### config.mk
export PLATFORM = sky130hd
export DESIGN_NAME = sliding_window_rate_meter_unit
export DESIGN_NICKNAME = d
export VERILOG_FILES = /design/src/swrm_pkg.sv /design/src/swrm_front.sv /design/src/swrm_queue.sv /design/src/swrm_back.sv /design/src/swrm_rate.sv /design/src/sliding_window_rate_meter_unit.sv
export SDC_FILE = /design/constraint.sdc
export NUM_CORES = 2
export LEC_CHECK = 0
export BUFFER_PORTS_ARGS = -buffer_cell sky130_fd_sc_hd__buf_2
export CAP_MARGIN = 20
export CORE_MARGIN = 3
export CORE_UTILIZATION = 65
export DETAILED_ROUTE_END_ITERATION = 6
export MAX_ROUTING_LAYER = met4
export PLACE_DENSITY = 0.91
export SYNTH_ARGS = -nofsm -noshare
export SYNTH_HDL_FRONTEND = slang
export SYNTH_HIERARCHICAL = 1
export SYNTH_SLANG_ARGS = --single-unit
export TNS_END_PERCENT = 100
### constraint.sdc
create_clock -name clk_i -period 14.05 [get_ports clk_i]
set_clock_uncertainty 0.05 [all_clocks]
set_input_delay 0.7025 -clock clk_i [delete_from_list [all_inputs] [get_ports clk_i]]
set_output_delay 0.7025 -clock clk_i [all_outputs]
set_load 0.02 [all_outputs]
### src/swrm_pkg.sv
// Shared types and constants of the sliding-window rate meter.
package swrm_pkg;

  localparam int unsigned DATA_W     = 32;
  localparam int unsigned SUM_W      = 40;
  localparam int unsigned SLOT_MAX_W = 8;

  typedef enum logic [1:0] {
    KIND_SAME,
    KIND_ADV,
    KIND_FULL
  } kind_e;

  typedef struct packed {
    kind_e                 kind;
    logic [SLOT_MAX_W-1:0] last_slot;
    logic [SLOT_MAX_W-1:0] new_slot;
    logic [SLOT_MAX_W-1:0] gap;
    logic [DATA_W-1:0]     count;
  } cmd_t;

endpackage

### src/swrm_front.sv
// Front end: accepts timestamps, classifies them and works out bucket slots.
module swrm_front #(
  parameter int unsigned WINDOW_SECONDS = 16
) (
  input  logic                            clk_i,
  input  logic                            rst_ni,
  input  logic                            in_valid_i,
  output logic                            in_stall_o,
  input  logic [swrm_pkg::DATA_W-1:0]     now_seconds_i,
  input  logic [swrm_pkg::DATA_W-1:0]     event_count_i,
  input  logic                            q_full_i,
  output logic                            push_o,
  output swrm_pkg::cmd_t                  push_cmd_o
);

  localparam int unsigned SlotW = $clog2(WINDOW_SECONDS);
  localparam logic [SlotW:0] WinW = (SlotW + 1)'(WINDOW_SECONDS);
  localparam logic [swrm_pkg::DATA_W-1:0] WinD = swrm_pkg::DATA_W'(WINDOW_SECONDS);

  logic [swrm_pkg::DATA_W-1:0] last_q, last_d;
  logic [SlotW-1:0]            last_slot_q, last_slot_d;

  logic                        accept;
  logic                        is_same;
  logic                        is_full;
  logic [swrm_pkg::DATA_W-1:0] gap;
  logic [SlotW:0]              adv_sum;
  logic [SlotW-1:0]            adv_slot;

  assign in_stall_o = q_full_i;
  assign accept     = in_valid_i && !in_stall_o;

  assign is_same  = now_seconds_i <= last_q;
  assign gap      = now_seconds_i - last_q;
  assign is_full  = !is_same && (gap >= WinD);
  assign adv_sum  = {1'b0, last_slot_q} + {1'b0, gap[SlotW-1:0]};
  assign adv_slot = (adv_sum >= WinW) ? SlotW'(adv_sum - WinW) : adv_sum[SlotW-1:0];

  assign push_o = accept;

  always_comb begin
    push_cmd_o           = '0;
    push_cmd_o.last_slot = swrm_pkg::SLOT_MAX_W'(last_slot_q);
    push_cmd_o.count     = event_count_i;
    if (is_same) begin
      push_cmd_o.kind     = swrm_pkg::KIND_SAME;
      push_cmd_o.new_slot = swrm_pkg::SLOT_MAX_W'(last_slot_q);
    end else if (is_full) begin
      // restart the ring at the current slot, every bucket is cleared anyway
      push_cmd_o.kind     = swrm_pkg::KIND_FULL;
      push_cmd_o.new_slot = swrm_pkg::SLOT_MAX_W'(last_slot_q);
    end else begin
      push_cmd_o.kind     = swrm_pkg::KIND_ADV;
      push_cmd_o.new_slot = swrm_pkg::SLOT_MAX_W'(adv_slot);
      push_cmd_o.gap      = swrm_pkg::SLOT_MAX_W'(gap[SlotW-1:0]);
    end
  end

  always_comb begin
    last_d      = last_q;
    last_slot_d = last_slot_q;
    if (accept && !is_same) begin
      last_d = now_seconds_i;
      if (!is_full) begin
        last_slot_d = adv_slot;
      end
    end
  end

  always_ff @(posedge clk_i or negedge rst_ni) begin
    if (!rst_ni) begin
      last_q      <= '0;
      last_slot_q <= '0;
    end else begin
      last_q      <= last_d;
      last_slot_q <= last_slot_d;
    end
  end

endmodule

### src/swrm_queue.sv
// Two-entry command queue between the front end and the bucket engine.
module swrm_queue (
  input  logic           clk_i,
  input  logic           rst_ni,
  input  logic           push_i,
  input  swrm_pkg::cmd_t cmd_i,
  output logic           full_o,
  input  logic           pop_i,
  output logic           empty_o,
  output swrm_pkg::cmd_t head_o
);

  swrm_pkg::cmd_t ent_q [2];
  logic           wr_q;
  logic           rd_q;
  logic [1:0]     cnt_q;

  assign full_o  = cnt_q == 2'd2;
  assign empty_o = cnt_q == 2'd0;
  assign head_o  = ent_q[rd_q];

  always_ff @(posedge clk_i or negedge rst_ni) begin
    if (!rst_ni) begin
      wr_q  <= 1'b0;
      rd_q  <= 1'b0;
      cnt_q <= 2'd0;
    end else begin
      if (push_i) begin
        wr_q <= ~wr_q;
      end
      if (pop_i) begin
        rd_q <= ~rd_q;
      end
      if (push_i && !pop_i) begin
        cnt_q <= cnt_q + 2'd1;
      end else if (pop_i && !push_i) begin
        cnt_q <= cnt_q - 2'd1;
      end
    end
  end

  always_ff @(posedge clk_i) begin
    if (push_i) begin
      ent_q[wr_q] <= cmd_i;
    end
  end

endmodule

### src/swrm_back.sv
// Bucket engine: bucket memory, running total and skipped-second walk.
module swrm_back #(
  parameter int unsigned WINDOW_SECONDS = 16
) (
  input  logic                         clk_i,
  input  logic                         rst_ni,
  input  logic                         q_empty_i,
  input  swrm_pkg::cmd_t               q_head_i,
  output logic                         pop_o,
  output logic                         sum_valid_o,
  input  logic                         sum_stall_i,
  output logic [swrm_pkg::SUM_W-1:0]   sum_o
);

  localparam int unsigned SlotW = $clog2(WINDOW_SECONDS);

  typedef enum logic [2:0] {
    ST_IDLE,
    ST_SAME,
    ST_ADV_A,
    ST_ADV_B,
    ST_WALK
  } state_e;

  function automatic logic [SlotW-1:0] next_slot(input logic [SlotW-1:0] s);
    return (s == SlotW'(WINDOW_SECONDS - 1)) ? '0 : s + 1'b1;
  endfunction

  state_e                          state_q;
  swrm_pkg::cmd_t                  cmd_q;
  logic [swrm_pkg::SUM_W-1:0]      total_q;
  logic                            emit_q;
  logic [WINDOW_SECONDS-1:0]       vld_q;
  logic [SlotW-1:0]                walk_q;
  logic [swrm_pkg::SLOT_MAX_W-1:0] left_q;
  logic                            rd_ok_q;

  logic [swrm_pkg::DATA_W-1:0]     mem [WINDOW_SECONDS];
  logic [swrm_pkg::DATA_W-1:0]     rd_data_q;

  logic                            can_pop;
  logic [SlotW-1:0]                rd_addr;
  logic                            we;
  logic [SlotW-1:0]                wa;
  logic [swrm_pkg::DATA_W-1:0]     wd;
  logic                            emit_set;
  logic [swrm_pkg::DATA_W-1:0]     bucket;
  logic [swrm_pkg::DATA_W:0]       sat_sum;
  logic [swrm_pkg::DATA_W-1:0]     sat_val;
  logic [SlotW-1:0]                c_last;
  logic [SlotW-1:0]                c_new;

  assign can_pop     = !emit_q || !sum_stall_i;
  assign pop_o       = (state_q == ST_IDLE) && !q_empty_i && can_pop;
  assign sum_valid_o = emit_q;
  assign sum_o       = total_q;

  assign c_last  = cmd_q.last_slot[SlotW-1:0];
  assign c_new   = cmd_q.new_slot[SlotW-1:0];
  assign bucket  = rd_ok_q ? rd_data_q : '0;
  assign sat_sum = {1'b0, bucket} + {1'b0, cmd_q.count};
  assign sat_val = sat_sum[swrm_pkg::DATA_W] ? '1 : sat_sum[swrm_pkg::DATA_W-1:0];

  always_comb begin
    rd_addr  = q_head_i.last_slot[SlotW-1:0];
    we       = 1'b0;
    wa       = c_new;
    wd       = cmd_q.count;
    emit_set = 1'b0;
    unique case (state_q)
      ST_IDLE: begin
        rd_addr = q_head_i.last_slot[SlotW-1:0];
        if (pop_o && (q_head_i.kind == swrm_pkg::KIND_FULL)) begin
          we       = 1'b1;
          wa       = q_head_i.new_slot[SlotW-1:0];
          wd       = q_head_i.count;
          emit_set = 1'b1;
        end
      end
      ST_SAME: begin
        we       = 1'b1;
        wa       = c_last;
        wd       = sat_val;
        emit_set = 1'b1;
      end
      ST_ADV_A: begin
        rd_addr = c_new;
      end
      ST_ADV_B: begin
        rd_addr  = next_slot(c_last);
        we       = 1'b1;
        emit_set = cmd_q.gap == swrm_pkg::SLOT_MAX_W'(1);
      end
      ST_WALK: begin
        rd_addr  = next_slot(walk_q);
        emit_set = left_q == swrm_pkg::SLOT_MAX_W'(1);
      end
      default: begin
        rd_addr = c_last;
      end
    endcase
  end

  always_ff @(posedge clk_i) begin
    if (we) begin
      mem[wa] <= wd;
    end
    rd_data_q <= mem[rd_addr];
  end

  always_ff @(posedge clk_i or negedge rst_ni) begin
    if (!rst_ni) begin
      state_q <= ST_IDLE;
      cmd_q   <= '0;
      total_q <= '0;
      emit_q  <= 1'b0;
      vld_q   <= '0;
      walk_q  <= '0;
      left_q  <= '0;
      rd_ok_q <= 1'b0;
    end else begin
      rd_ok_q <= vld_q[rd_addr];
      emit_q  <= emit_set || (emit_q && sum_stall_i);
      unique case (state_q)
        ST_IDLE: begin
          if (pop_o) begin
            cmd_q <= q_head_i;
            unique case (q_head_i.kind)
              swrm_pkg::KIND_FULL: begin
                vld_q   <= WINDOW_SECONDS'(1) << q_head_i.new_slot[SlotW-1:0];
                total_q <= '0;
              end
              swrm_pkg::KIND_SAME: state_q <= ST_SAME;
              swrm_pkg::KIND_ADV:  state_q <= ST_ADV_A;
              default:             state_q <= ST_IDLE;
            endcase
          end
        end
        ST_SAME: begin
          vld_q[c_last] <= 1'b1;
          state_q       <= ST_IDLE;
        end
        ST_ADV_A: begin
          total_q <= total_q + swrm_pkg::SUM_W'(bucket);
          state_q <= ST_ADV_B;
        end
        ST_ADV_B: begin
          total_q      <= total_q - swrm_pkg::SUM_W'(bucket);
          vld_q[c_new] <= 1'b1;
          walk_q       <= next_slot(c_last);
          left_q       <= cmd_q.gap - 1'b1;
          if (cmd_q.gap == swrm_pkg::SLOT_MAX_W'(1)) begin
            state_q <= ST_IDLE;
          end else begin
            state_q <= ST_WALK;
          end
        end
        ST_WALK: begin
          total_q       <= total_q - swrm_pkg::SUM_W'(bucket);
          vld_q[walk_q] <= 1'b0;
          walk_q        <= next_slot(walk_q);
          left_q        <= left_q - 1'b1;
          if (left_q == swrm_pkg::SLOT_MAX_W'(1)) begin
            state_q <= ST_IDLE;
          end
        end
        default: state_q <= ST_IDLE;
      endcase
    end
  end

endmodule

### src/swrm_rate.sv
// Average unit: window total times a fixed reciprocal, plus output register.
module swrm_rate #(
  parameter int unsigned WINDOW_SECONDS = 16
) (
  input  logic                         clk_i,
  input  logic                         rst_ni,
  input  logic                         in_valid_i,
  output logic                         in_stall_o,
  input  logic [swrm_pkg::SUM_W-1:0]   sum_i,
  output logic                         out_valid_o,
  input  logic                         out_stall_i,
  output logic [swrm_pkg::DATA_W-1:0]  average_rate_o,
  output logic [swrm_pkg::SUM_W-1:0]   window_sum_o
);

  localparam int unsigned Div   = WINDOW_SECONDS - 1;
  localparam int unsigned Lsh   = $clog2(Div);
  localparam int unsigned Sh    = swrm_pkg::SUM_W + Lsh;
  localparam logic [63:0] RecipFull = (64'd1 << Sh) / 64'(Div) + 64'd1;
  localparam logic [47:0] Recip = RecipFull[47:0];
  localparam int unsigned ProdW = 88;

  logic                         en;
  logic                         v1_q;
  logic [swrm_pkg::SUM_W-1:0]   sum1_q;
  logic [43:0]                  p_ll_q, p_lh_q, p_hl_q, p_hh_q;
  logic                         out_valid_q;
  logic [swrm_pkg::DATA_W-1:0]  avg_q;
  logic [swrm_pkg::SUM_W-1:0]   win_q;
  logic [ProdW-1:0]             prod;

  assign en          = !(out_valid_q && out_stall_i);
  assign in_stall_o  = !en;
  assign out_valid_o = out_valid_q;
  assign average_rate_o = avg_q;
  assign window_sum_o   = win_q;

  assign prod = ProdW'(p_ll_q)
              + (ProdW'(p_lh_q) << 24)
              + (ProdW'(p_hl_q) << 20)
              + (ProdW'(p_hh_q) << 44);

  always_ff @(posedge clk_i or negedge rst_ni) begin
    if (!rst_ni) begin
      v1_q        <= 1'b0;
      out_valid_q <= 1'b0;
    end else if (en) begin
      v1_q        <= in_valid_i;
      out_valid_q <= v1_q;
    end
  end

  always_ff @(posedge clk_i) begin
    if (en) begin
      sum1_q <= sum_i;
      p_ll_q <= 44'(sum_i[19:0])  * 44'(Recip[23:0]);
      p_lh_q <= 44'(sum_i[19:0])  * 44'(Recip[47:24]);
      p_hl_q <= 44'(sum_i[39:20]) * 44'(Recip[23:0]);
      p_hh_q <= 44'(sum_i[39:20]) * 44'(Recip[47:24]);
      win_q  <= sum1_q;
      avg_q  <= prod[Sh+swrm_pkg::DATA_W-1:Sh];
    end
  end

endmodule

### src/sliding_window_rate_meter_unit.sv
// Sliding-window rate meter: per-second bucket ring with windowed total and average.
// Per item: a same-second item is a read-modify-write, an advance by g seconds walks the
// skipped seconds, a gap of a whole window or more is done at pop; the walk is the worst case.
// Path: queue entry register, bucket engine states, then the reciprocal multiplier registers.
// Reset: buckets empty through per-entry valid bits, total and last second zero, no sweep.
module sliding_window_rate_meter_unit #(
  parameter int unsigned WINDOW_SECONDS = 16
) (
  input  logic                         clk_i,
  input  logic                         rst_ni,
  input  logic                         in_valid_i,
  output logic                         in_stall_o,
  input  logic [swrm_pkg::DATA_W-1:0]  now_seconds_i,
  input  logic [swrm_pkg::DATA_W-1:0]  event_count_i,
  output logic                         out_valid_o,
  input  logic                         out_stall_i,
  output logic [swrm_pkg::DATA_W-1:0]  average_rate_o,
  output logic [swrm_pkg::SUM_W-1:0]   window_sum_o
);

  logic                       push;
  swrm_pkg::cmd_t             push_cmd;
  logic                       q_full;
  logic                       q_empty;
  logic                       pop;
  swrm_pkg::cmd_t             head;
  logic                       sum_valid;
  logic                       sum_stall;
  logic [swrm_pkg::SUM_W-1:0] sum;

  swrm_front #(
    .WINDOW_SECONDS(WINDOW_SECONDS)
  ) u_front (
    .clk_i        (clk_i),
    .rst_ni       (rst_ni),
    .in_valid_i   (in_valid_i),
    .in_stall_o   (in_stall_o),
    .now_seconds_i(now_seconds_i),
    .event_count_i(event_count_i),
    .q_full_i     (q_full),
    .push_o       (push),
    .push_cmd_o   (push_cmd)
  );

  swrm_queue u_queue (
    .clk_i  (clk_i),
    .rst_ni (rst_ni),
    .push_i (push),
    .cmd_i  (push_cmd),
    .full_o (q_full),
    .pop_i  (pop),
    .empty_o(q_empty),
    .head_o (head)
  );

  swrm_back #(
    .WINDOW_SECONDS(WINDOW_SECONDS)
  ) u_back (
    .clk_i      (clk_i),
    .rst_ni     (rst_ni),
    .q_empty_i  (q_empty),
    .q_head_i   (head),
    .pop_o      (pop),
    .sum_valid_o(sum_valid),
    .sum_stall_i(sum_stall),
    .sum_o      (sum)
  );

  swrm_rate #(
    .WINDOW_SECONDS(WINDOW_SECONDS)
  ) u_rate (
    .clk_i         (clk_i),
    .rst_ni        (rst_ni),
    .in_valid_i    (sum_valid),
    .in_stall_o    (sum_stall),
    .sum_i         (sum),
    .out_valid_o   (out_valid_o),
    .out_stall_i   (out_stall_i),
    .average_rate_o(average_rate_o),
    .window_sum_o  (window_sum_o)
  );

endmodule
======== After elaboration in Yosys (flattened, before gate mapping) ========
Memory sizes are Yosys's and may differ from the RTL's. A register that Yosys moved wholly into a read port is not among the register bits.
Index checks and enable logic that the tools add are counted.
operators by class
  muxes and demuxes ....................... 46
  bitwise operators ....................... 7
  multiply operators ...................... 4
  add/subtract/negate cells ............... 15
  equality and inequality tests ........... 15
  shift operators ......................... 1
  magnitude comparators ................... 10
  reductions and logical operators ........ 37
  div/mod/pow operators ................... 0
operators by type and width
  operator                                                                      count
  40-bit case mux with 3 select lines                                           1
  32-bit 2-to-1 mux                                                             3
  20-bit by 20-bit multiplier with 40-bit output, second input constant         2
  40-bit 2-to-1 mux                                                             2
  76-bit by 61-bit adder with 76-bit output                                     1
  76-bit adder                                                                  1
  16-bit case mux with 4 select lines                                           1
  32-bit case mux with 2 select lines                                           1
  41-bit by 61-bit adder with 62-bit output                                     1
  40-bit by 32-bit adder with 40-bit output                                     1
  40-bit by 32-bit subtractor with 40-bit output                                1
  20-bit by 17-bit multiplier with 37-bit output, second input constant         1
  32-bit by 32-bit adder with 33-bit output                                     1
  32-bit by 5-bit >= comparator with 1-bit output, second input constant        1
  32-bit <= comparator                                                          1
  20-bit by 17-bit multiplier with 32-bit output, second input constant         1
  16-bit 2-to-1 mux                                                             2
  16-bit bitwise OR                                                             2
  32-bit subtractor                                                             1
  4-bit 2-to-1 mux                                                              7
  4-bit by 5-bit less-than comparator with 1-bit output, second input constant  4
  16-bit bitwise AND                                                            1
  8-bit by 1-bit == test with 1-bit output, second input constant               2
  16-bit inverter                                                               1
  42 further kinds                                                              95
word-level totals
  memory bits (writable) .................. 612
  register bits ........................... 424
  memories kept ........................... 2
  output and inout bits ................... 74
  latch bits .............................. 0
  bits of input ports ..................... 68
  logic and storage cells ................. 162
  bits in read-only memories .............. 0
memories
  memory         words  width  rd ports  clocked after memory_dff  wr ports  line              source
  u_back.mem     16     32     1         1                         1         swrm_back.sv:38   logic [swrm_pkg::DATA_W-1:0] mem [WINDOW_SECONDS];
  u_queue.ent_q  2      50     1         0                         1         swrm_queue.sv:13  swrm_pkg::cmd_t ent_q [2];

======== Longest topological paths before layout ========
  depth in word-level cells ............... 9
  gate-level depth with buffers ........... 24
  gate-level depth less buffers ........... 22

======== Modules after synthesis ========
The synthesis kept the hierarchy.
by module, submodules not included
  module      times used  area each (um^2)  cells each  sequential area each (um^2)
  swrm_back   1           32137.1           2915        19043.3
  swrm_rate   1           19845.3           1739        6956.7
  swrm_front  1           4496.8            602         900.9
  swrm_queue  1           4418.0            197         3583.4

======== Worst setup path after synthesis ========
No wires, ideal clock.
  path kind ............................... input port to flip-flop
  start ................................... input out_stall_i
  end ..................................... memory u_back/mem[1][0] (netlist name), enable pin
  data arrival time ....................... 8.849 ns
  required time ........................... 13.579 ns
  path buffers ............................ 1
  library setup time ...................... 0.421 ns
  setup slack ............................. 4.730 ns
  cell stages on the path ................. 10
  path through ............................ nand2_1 > inv_1 > and2_0 > or4_1 > clkbuf_1 > nor2_1 > a222oi_1 > nor2_1 > nand3_1 > nor2_1
on the way
  cells in the longest elaborated chain, start to end .. 9
  elaborated cells between the ends (all ways) .. 11
  classes of those cells .................. 6 x mux; 5 x reduce/logical
RTL lines
  element                                 line                                  source
  start: declaration                      sliding_window_rate_meter_unit.sv:16  input logic out_stall_i,
  1-bit logical AND *                     swrm_rate.sv:32                       assign en = !(out_valid_q && out_stall_i);
  net sum_stall                           sliding_window_rate_meter_unit.sv:28  logic sum_stall;
  1-bit zero test *                       -
  1-bit logical OR *                      swrm_back.sv:53                       assign can_pop = !emit_q || !sum_stall_i;
  1-bit logical AND *                     swrm_back.sv:54                       assign pop_o = (state_q == ST_IDLE) && !q_empty_i && can_pop;
  1-bit logical AND *                     swrm_back.sv:73                       if (pop_o && (q_head_i.kind == swrm_pkg::KIND_FULL)) begin
  1-bit 2-to-1 mux                        swrm_back.sv:73
  1-bit case mux with 2 select lines      swrm_back.sv:70                       unique case (state_q)
  1-bit 2-to-1 mux                        swrm_back.sv:105                      if (we) begin
  1-bit 2-to-1 mux (implied by the code)  swrm_back.sv:106                      mem[wa] <= wd;
  end: declaration                        swrm_back.sv:38
Mark *: on every way through the listed nets, which the timed path passes. The rest lies on a longest branch.

======== Final worst setup path ========
  start ................................... register u_back.state_q[2]
  end ..................................... register u_back.total_q, in the netlist u_back/sum_o[32]
on the way
  cells in the longest elaborated chain, start to end .. 5
  elaborated cells between the ends (all ways) .. 12
  classes of those cells .................. 5 x eq/ne; 1 x mux; 6 x reduce/logical
RTL lines
  element                                                    line                               source
  start: declaration                                         swrm_back.sv:29                    state_e state_q;
  start signal: assignment                                   swrm_back.sv:113                   state_q <= ST_IDLE;
  start signal: assignment                                   swrm_back.sv:133                   swrm_pkg::KIND_SAME: state_q <= ST_SAME;
  start signal: assignment                                   swrm_back.sv:134                   swrm_pkg::KIND_ADV: state_q <= ST_ADV_A;
  3-bit zero test                                            swrm_back.sv:54, swrm_back.sv:124
  1-bit logical AND (2 in series)                            swrm_back.sv:54
  2-bit by 1-bit != test with 1-bit output (no source line)  -
  3-bit AND reduction (no source line)                       -
  end signal: assignment                                     swrm_back.sv:144                   total_q <= total_q + swrm_pkg::SUM_W'(bucket);
  end signal: assignment                                     swrm_back.sv:148                   total_q <= total_q - swrm_pkg::SUM_W'(bucket);
  end signal: assignment                                     swrm_back.sv:159                   total_q <= total_q - swrm_pkg::SUM_W'(bucket);
  end: declaration                                           swrm_back.sv:31                    logic [swrm_pkg::SUM_W-1:0] total_q;
Several ways; a longest one is shown, not always the timed one.
A chain may end at the register's enable or synchronous reset.

==> flow_summary.json <==
{
  "hold_depth": 1,
  "worst_slew_pin_slew_ns": 1.13,
  "vias_per_cell": 6.52,
  "fin_crit_ns": 5.81,
  "die_height_um": 310,
  "max_cap_violations": 0,
  "dp_hpwl_um": 109000,
  "finalMaxSlewViolations": 0,
  "drive_above_1_share": 0.0884,
  "grt_pass1_vias": 43500,
  "crit_path_max_fanout": 21,
  "setup_tns_ns": 0,
  "placedInstanceArea_um2": 62000,
  "grt_usage": 0.340,
  "htreeDepth": 3,
  "fmax_mhz": 172,
  "gp_congestion": 0.977,
  "synth.cell_area_um2": 60300,
  "grt_overflow": 0,
  "final_cell_area_um2": 65500,
  "num_vias": 44300,
  "clkSlewWorstSetupHoldPaths_ns": 0.06,
  "finalSetupViolations": 0,
  "clock_latency_ns": 0.73,
  "syn_avg_cell_area_um2": 11.1,
  "boundaryPins": 142,
  "critPathKind": "flip-flop to flip-flop",
  "io_buffers": 141,
  "fin_crit_sh": 0.413,
  "clk_path_buf_depth": 3,
  "crit_path_start_kind": "flip-flop",
  "area_growth_pct": 8.67,
  "postRouteAntennaNets": 0,
  "reg2regPathDepth": 14,
  "outcome": "complete, no violations",
  "firstDrtPassIters": 6,
  "syn_inst": 5421,
  "rsz0062_at_grt": "no",
  "routed_wl_um": 160000,
  "grt_pass1_wl_um": 245000,
  "fin_nets": 6125,
  "core.rowCount": 111,
  "die_w_um": 310,
  "avgRoutedWirePerCell_um": 23.5,
  "drc": 0,
  "antenna_found_initial": 0,
  "start_util": 0.656,
  "end_kind": "flip-flop",
  "grt_max_degree": 211,
  "root_buffer": "clkbuf_16",
  "drtIter0Drc": 5109,
  "cp.arrival_ns": 6.31,
  "cts_tree": "yes",
  "die_area_um2": 96400,
  "cts_buffers": 104,
  "relSlewSlack": 0.247,
  "coreArea_um2": 91800,
  "ys_warn_count": 6,
  "hold_path.class": "input port to flip-flop",
  "clock-sinks": 1037,
  "hold_viol_final": 0,
  "cp.required_ns": 14.55
}
==> layer usage <==
layer / global-route usage / part of all wire
met4: 0.182 / 0.059
met3: 0.0509 / 0.080
met5: - / 0
met1: 0.414 / 0.38
met2: 0.553 / 0.48
==> layout by cell type, fill, tap and decap left out, drive strengths merged, types with 33 or more instances in the layout <==
cell and n:
ha 455, a21oi 359, a31oi 96, fa 138
nand3 67, buf 189, a211oi 195, nor2 226
nand2b 33, nand4 45, nand2 678, nor3 62
a311oi 70, mux2 60, xor2 98, a21o 95
nor2b 47, clkbuf 149, dfrtp 163, and2 173
edfxtp 842, o21ai 267, a221o 35, xnor2 156
inv 341
==> worst paths after layout <==
kind,from,to,slack (ns)
min in group asynchronous,rst_ni,u_front/last_q[21]$_DFFE_PN0P_,0.50
worst min register to register,u_rate/sum1_q[17]$_DFFE_PN_,u_rate/window_sum_o[17]$_DFFE_PN_,0.37
max in group asynchronous,rst_ni,u_back/sum_o[31]$_DFFE_PN0P_,11.51
worst max-delay path,u_back/state_q[2]$_DFFE_PN0P_,u_back/sum_o[32]$_DFFE_PN0P_,8.24
worst min-delay path,event_count_i[18],u_queue/ent_q[1][18]$_DFFE_PP_,0.11
worst max register to register,u_back/state_q[2]$_DFFE_PN0P_,u_back/sum_o[32]$_DFFE_PN0P_,8.24
==> critical path, stage by stage, from the launching register on <==
cell	delay [ns]
dfrtp_1	0.84
nor2b_1	0.24
and2_1	0.48
nor2_1	0.72
o21ai_0	0.32
fa_1	0.47
nand2b_1	0.20
a21oi_1	0.21
o21ai_1	0.14
a21o_1	0.23
o41ai_2	0.45
o211ai_1	0.33
a2111oi_0	0.54
o21ai_0	0.14
a32o_1	0.27
==> registers in the layout, indices dropped and copies added, names as in the netlist, 2 cells and up <==
name,flops
u_rate/p_lh_q,33
u_back/rd_data_q,32
u_back/mem,512
u_rate/p_ll_q,20
u_front/last_q,32
u_back/vld_q,16
u_rate/average_rate_o,32
u_rate/p_hh_q,28
u_back/c_last,4
u_rate/sum1_q,40
u_back/left_q,8
u_back/c_new,4
u_back/state_q,3
u_queue/cnt_q,2
u_queue/ent_q,100
u_back/sum_o,40
u_rate/window_sum_o,40
u_front/last_slot_q,4
u_back/walk_q,4
u_rate/p_hl_q,37
u_back/cmd_q,40
==> cell type report <==
cell class / count / area [µm²]
diodes: 1 / 2.50
multi-input cells: 3794 / 28100
inverters: 337 / 1260
fillers: 6006 / 26300
clock inverters: 49 / 582
repair buffers: 190 / 1120
well taps: 1243 / 1560
flip-flops and latches: 1037 / 30000
clock buffers: 149 / 2900
==> stage by stage <==
step	utilization	setup slack, ns	hold WS, ns	cells
floorplan	-	4.73	0.350	5424
global placement	0.675	8.65	0.352	6599
detailed placement	0.675	8.53	0.355	6599
CTS	0.713	8.46	0.0764	6798
global route	0.713	7.75	0.0826	6799
finish	0.713	8.24	0.107	6800
==> repair_timing <==
item / CTS / global route
resized for setup: 0 / 0
buffers inserted: 0 / 0
hold buffers: 1 / 0
hold endpoints to repair: 62 / 0
Power is not shown: default switching activity piles up to over one toggle a cycle in this logic, so the estimate is an artifact.
